<file path="src/hw/rtl/tch_pkg.sv">
package tch_pkg;

  localparam int SAMPLE_WIDTH_DEF  = 16;
  localparam int CORDIC_STAGES_DEF = 16;
  localparam int ATAN_ENTRIES      = 24;
  localparam int ANG_W             = 34;
  localparam int TRIG_W            = 27;
  localparam int ANGLE_W           = 16;

  localparam logic signed [ANG_W-1:0] ANG_PI      = 34'sd3373259426;
  localparam logic signed [ANG_W-1:0] ANG_HALF_PI = 34'sd1686629713;
  localparam logic signed [TRIG_W-1:0] GAIN_Q24   = 27'sd10188014;
  localparam logic signed [ANGLE_W-1:0] HEAD_MAX  = 16'sd25736;

  function automatic logic signed [ANG_W-1:0] atan_entry(input int idx);
    logic signed [ANG_W-1:0] v;
    v = '0;
    unique case (idx)
      0: v = 34'sd843314856;
      1: v = 34'sd497837829;
      2: v = 34'sd263043836;
      3: v = 34'sd133525158;
      4: v = 34'sd67021686;
      5: v = 34'sd33543515;
      6: v = 34'sd16775850;
      7: v = 34'sd8388437;
      8: v = 34'sd4194282;
      9: v = 34'sd2097149;
      10: v = 34'sd1048575;
      11: v = 34'sd524287;
      12: v = 34'sd262143;
      13: v = 34'sd131071;
      14: v = 34'sd65535;
      15: v = 34'sd32767;
      16: v = 34'sd16383;
      17: v = 34'sd8191;
      18: v = 34'sd4095;
      19: v = 34'sd2047;
      20: v = 34'sd1023;
      21: v = 34'sd511;
      22: v = 34'sd255;
      23: v = 34'sd127;
      default: v = '0;
    endcase
    return v;
  endfunction

endpackage

</file>
<file path="src/hw/rtl/tch_atan2.sv">
// Pipelined vectoring-mode CORDIC with the level components riding alongside.
module tch_atan2 #(
  parameter int SW     = tch_pkg::SAMPLE_WIDTH_DEF,
  parameter int STAGES = tch_pkg::CORDIC_STAGES_DEF
) (
  input  logic                               clk,
  input  logic                               rst_n,
  input  logic                               adv,
  input  logic                               in_vld,
  input  logic signed [SW:0]                 lx,
  input  logic signed [SW:0]                 ly,
  input  logic signed [SW:0]                 lz,
  output logic                               out_vld,
  output logic signed [SW:0]                 lx_o,
  output logic signed [SW:0]                 ly_o,
  output logic signed [SW:0]                 lz_o,
  output logic signed [tch_pkg::ANGLE_W-1:0] hd_o
);
  localparam int N  = (STAGES < tch_pkg::ATAN_ENTRIES) ? STAGES : tch_pkg::ATAN_ENTRIES;
  localparam int VW = SW + 1 + 12 + 2;
  localparam int AW = tch_pkg::ANG_W;
  localparam int LW = 3 * (SW + 1);

  logic                 v_r  [N+1];
  logic                 zero_r [N+1];
  logic signed [VW-1:0] x_r  [N+1];
  logic signed [VW-1:0] y_r  [N+1];
  logic signed [AW-1:0] z_r  [N+1];
  logic [LW-1:0]        l_r  [N+1];

  logic signed [VW-1:0] x0, y0;

  assign x0 = VW'(lx) <<< 12;
  assign y0 = VW'(ly) <<< 12;

  // Turn a left-half vector by pi.
  always_ff @(posedge clk) begin
    if (!rst_n) v_r[0] <= 1'b0;
    else if (adv) v_r[0] <= in_vld;
    if (adv) begin
      zero_r[0] <= (lx == '0) && (ly == '0);
      l_r[0]    <= {lx, ly, lz};
      if (x0[VW-1]) begin
        x_r[0] <= -x0;
        y_r[0] <= -y0;
        z_r[0] <= y0[VW-1] ? -tch_pkg::ANG_PI : tch_pkg::ANG_PI;
      end else begin
        x_r[0] <= x0;
        y_r[0] <= y0;
        z_r[0] <= '0;
      end
    end
  end

  for (genvar i = 0; i < N; i++) begin : g_stage
    always_ff @(posedge clk) begin
      if (!rst_n) v_r[i+1] <= 1'b0;
      else if (adv) v_r[i+1] <= v_r[i];
      if (adv) begin
        zero_r[i+1] <= zero_r[i];
        l_r[i+1]    <= l_r[i];
        if (y_r[i][VW-1]) begin
          x_r[i+1] <= x_r[i] - (y_r[i] >>> i);
          y_r[i+1] <= y_r[i] + (x_r[i] >>> i);
          z_r[i+1] <= z_r[i] - tch_pkg::atan_entry(i);
        end else begin
          x_r[i+1] <= x_r[i] + (y_r[i] >>> i);
          y_r[i+1] <= y_r[i] - (x_r[i] >>> i);
          z_r[i+1] <= z_r[i] + tch_pkg::atan_entry(i);
        end
      end
    end
  end

  // Round to Q3.13 and clamp to +-pi; a zero level vector gives zero heading.
  logic signed [AW-1:0] zr;
  logic signed [AW-1:0] hmax;
  always_comb begin
    hmax = AW'(tch_pkg::HEAD_MAX);
    zr = (z_r[N] + AW'(64'sd65536)) >>> 17;
    if (zero_r[N]) hd_o = '0;
    else if (zr > hmax) hd_o = tch_pkg::HEAD_MAX;
    else if (zr < -hmax) hd_o = -tch_pkg::HEAD_MAX;
    else hd_o = zr[tch_pkg::ANGLE_W-1:0];
  end

  assign out_vld = v_r[N];
  assign lx_o = l_r[N][LW-1 -: SW+1];
  assign ly_o = l_r[N][2*(SW+1)-1 -: SW+1];
  assign lz_o = l_r[N][SW:0];
endmodule

</file>
<file path="config.mk">
export PLATFORM = sky130hd
export DESIGN_NAME = tch_atan2
export DESIGN_NICKNAME = d
export VERILOG_FILES = /design/src/hw/rtl/tch_pkg.sv /design/src/hw/rtl/tch_atan2.sv
export SDC_FILE = /design/constraint.sdc
export NUM_CORES = 2
export LEC_CHECK = 0
export ABC_CLOCK_PERIOD_IN_PS = 6800
export BUFFER_PORTS_ARGS = -buffer_cell sky130_fd_sc_hd__buf_4
export CAP_MARGIN = 20
export CORE_UTILIZATION = 39
export CTS_CLUSTER_DIAMETER = 100
export CTS_CLUSTER_SIZE = 12
export DETAILED_ROUTE_END_ITERATION = 6
export GPL_TIMING_DRIVEN = 0
export PLACE_DENSITY = 0.54
export SYNTH_ARGS = -nofsm -noshare
export SYNTH_HDL_FRONTEND = slang
export SYNTH_SLANG_ARGS = --single-unit
export TNS_END_PERCENT = 1
</file>
<file path="constraint.sdc">
create_clock -name clk -period 6.8 [get_ports clk]
set_input_delay 0.68 -clock clk [delete_from_list [all_inputs] [get_ports clk]]
set_output_delay 0.68 -clock clk [all_outputs]
set_load 0.005 [all_outputs]
</file>
==> summary.md <==
| Metric | Value |
|---|---|
| Deepest level of the CTS H-tree | `4` |
| Max cap viols | `0` |
| Post-synth top area share | `a little under half` |
| Routed WL | `~330000 um` |
| Post-CTS Setup Bufs | `0` |
| Commonest cells post-synth | `edfxtp_1, ha_1, a21oi_1` |
| Min Tclk post-route | `6.485 ns` |
| Vias per cell | `roughly 5.3` |
| Critical path's most frequent cell | `buf_16` |
| Vias in the first global route | `roughly 93000` |
| WP buf/inv | `9` |
| Core area | `between 300000 and 400000 sq um` |
| Crit path max-delay cell type | `buf_2` |
| Synthesis-to-finish area growth | `10.22%` |
| IO buf count | `roughly 120` |
| Synth area leaders | `edfxtp_1, ha_1, xnor2_1, a21oi_1, xor2_1` |
| Crit Path Class | `primary input to flip-flop` |
| First-pass GRT wire length | `510900 um` |
| Num rows | `220` |
| Syn_area_per_cell | `11.00 sq um` |
| Worst-path fanout max | `54` |
| Maximum clock insertion buffer count | `4` |
| Die boundary height | `between 600 and 700 um` |
| Cell Chain, Critical Path | `buf_16, buf_16, buf_16, buf_16, buf_6, buf_12, nand2b_1, clkbuf_1, inv_2, buf_2, nor2_1, xor2_1, ha_1, a21o_1, a211o_1, a2111o_1, nand4bb_1, a21boi_0, nor2_1, o21ai_0, a31oi_1, a31o_2, nor2_1, a211oi_1` |
| Top-count cell post-synth | `edfxtp_1` |
| DR pass1 iterations | `6` |
| Delay of the slowest critical-path stage | `about 0.66 ns` |
| CP Data Arrival Time | `7.10 ns` |
| Worst hold path class | `primary input to flip-flop` |
| Mapped cell area | `~140000 sq um` |
| Io pins | `roughly 120` |
| CTS root buffer | `clkbuf_16` |
| Fin util | `between 40% and 50%` |
| Final instance area | `~160000 sq um` |
| Pin count of the biggest net entering global routing | `132` |
| Setup Skew | `around 0.11 ns` |
| Fin. Hold Viols | `0` |
| Synth warn | `0` |
| Final period util | `between 90% and 100%` |
| Max Slew Vio Count | `0` |
| Worst path required time | `7.42 ns` |
| Fraction of the yosys area taken by sequential cells | `47.40%` |
| Die Width | `between 600 and 700 um` |
| Post-route DRC | `0` |
| DR WL/cell | `between 15 and 20 um` |
| Final #Nets | `roughly 15000` |
| Syn_nets | `~14000` |
| Dpl cell area | `148600 sq um` |
| Clk_lat worst skew | `0.95 ns` |
| Post-synth EDFFs | `approximately 2200` |
| Critical path endpoint category | `flip-flop` |
| Initial DRC Count | `around 5100` |
| CP startpoint kind | `primary input` |
| Grt total ovfl | `0` |
| Initial antenna violation count | `5` |
| Die area | `about 360000 sq um` |
| RePlAce Congestion | `slightly below 0.9` |
| Starting Density | `39.18%` |
| TritonCTS clock tree | `built` |
| Ys async rst share | `0%` |
| Slew HR | `32.57%` |
| TritonCTS Buffers | `approximately 210` |
| GRT Util Overall | `17.46%` |
| Final setup vio count | `0` |
| Clock slew at reported path FFs | `around 0.060 ns` |
| Post-Syn Instances | `about 13000` |
| Actual slew at the worst max-slew pin | `between 1 and 1.5 ns` |
| Run status | `finished, final reports clean` |
| Sum Neg Setup Slack | `0 ns` |
| CTS Sinks | `2222` |
| Count of cell types in the netlist | `around 100` |
| CP delay by family, top | `buffers and inverters` |
| Peak Freq | `between 150 and 200 MHz` |
| Flops & latches, synth | `2222` |
| Share of cells above drive strength 1 | `about 4.5%` |
| Synth area leader | `edfxtp_1` |
| Dominant register cell in the synthesized netlist | `edfxtp_1` |
| DPL Wire Length | `251900 um` |
| DRT antenna net count | `0` |
| Vias | `95120` |
## placed cells by master, fill, tap and decap left out, types with 46 or more instances in the layout
master / n
a211oi_1: 114
a21boi_0: 93
a21o_1: 485
a21oi_1: 1214
a31oi_1: 136
and2_1: 67
and3_1: 120
buf_4: 129
clkbuf_1: 149
clkbuf_16: 216
dlygate4sd3_1: 51
edfxtp_1: 2221
ha_1: 1374
inv_1: 502
mux2i_1: 51
nand2_1: 598
nand2b_1: 236
nand3_1: 205
nand4_1: 96
nor2_1: 934
nor2b_1: 189
nor3_1: 293
nor4_1: 85
o211ai_1: 50
o21a_1: 174
o21ai_0: 606
o21ai_1: 46
o21bai_1: 181
o31ai_1: 106
o41ai_1: 63
or3_1: 79
xnor2_1: 1060
xor2_1: 566
## registers in the layout, summed over array words and instances (netlist names)
register  count
z_r         513
zero_r       17
l_r         867
y_r         413
v_r          17
x_r         395
## per-stage QoR
step                      setup WS [ns]  cells  hold WS [ns]
final                            0.3146  18040        0.1315
after global routing           -0.01852  18040       0.09621
after CTS                       0.02737  18040       0.04317
after detailed placement         -3.291  17740        0.4045
after global placement           -16.65  17690        0.4001
after floorplan                   1.238  12800        0.4003
## cell type report
class | count | area (sq um)
Fill cell | 34150 | 204100
Multi-Input combinational cell | 9850 | 71330
Sequential cell | 2222 | 66710
Tap cell | 4773 | 5972
Clock buffer | 225 | 5418
Timing Repair Buffer | 224 | 2526
Inverter | 510 | 1917
Buffer | 216 | 954.7
Clock inverter | 19 | 287.8
Antenna cell | 3 | 7.507
## worst paths after layout
path	start	end	slack, ns	cells past startpoint
worst max-delay path	adv	x_r[7][30]	0.31	24
worst min-delay path	adv	l_r[0][69]	0.13	1
worst max register to register	y_r[5][30]	x_r[6][30]	0.48	19
worst min register to register	l_r[0][186]	l_r[0][237]	0.37	0
## layer usage
layer / part of all wire [%] / vias up / track usage, %
li1: - / 48700 / -
met1: 44 / 44530 / 21.16
met2: 50 / 1347 / 31.70
met3: 2.9 / 547 / 1.872
met4: 4.0 / 2 / 6.636
met5: 0.0025 / - / 0
## worst register-to-register path: cells and delay by family (launching register included)
family	cells	cell delay [ns]
AND/OR/NAND/NOR	1	0.24
XOR/XNOR	2	0.34
AO/OA/AOI/OAI	11	2.98
buffers and inverters	4	1.74
adder cells (fa/ha/maj)	1	0.45
flip-flops	1	0.32
## logic make-up (layout without fill, tap and decap cells)
| logic type | Yosys count | count (layout) | share of synthesized area (%) |
|---|---|---|---|
| buffers and inverters | 727 | 1194 | 1.947 |
| AOI/OAI and AO/OA | 3647 | 3647 | 16.49 |
| xor gates and xnor gates | 1627 | 1627 | 10.13 |
| DFF | 2222 | 2222 | 47.40 |
| adders and majority gates | 1412 | 1412 | 12.74 |
| other | 0 | 3 | 0 |
| muxes | 54 | 54 | 0.3867 |
| and+or+nand+nor | 3110 | 3110 | 10.90 |
## repair_timing
item                                    CTS  global route
endpoints found under the setup margin  523            42
hold endpoints to repair                 76             0
hold buffers                             51             0
gates cloned                              5             1
gates resized for setup                  18            14
Power is left out: the tool's default activity adds up to more than one toggle a clock period on the data nets, which glitch-free logic cannot reach.
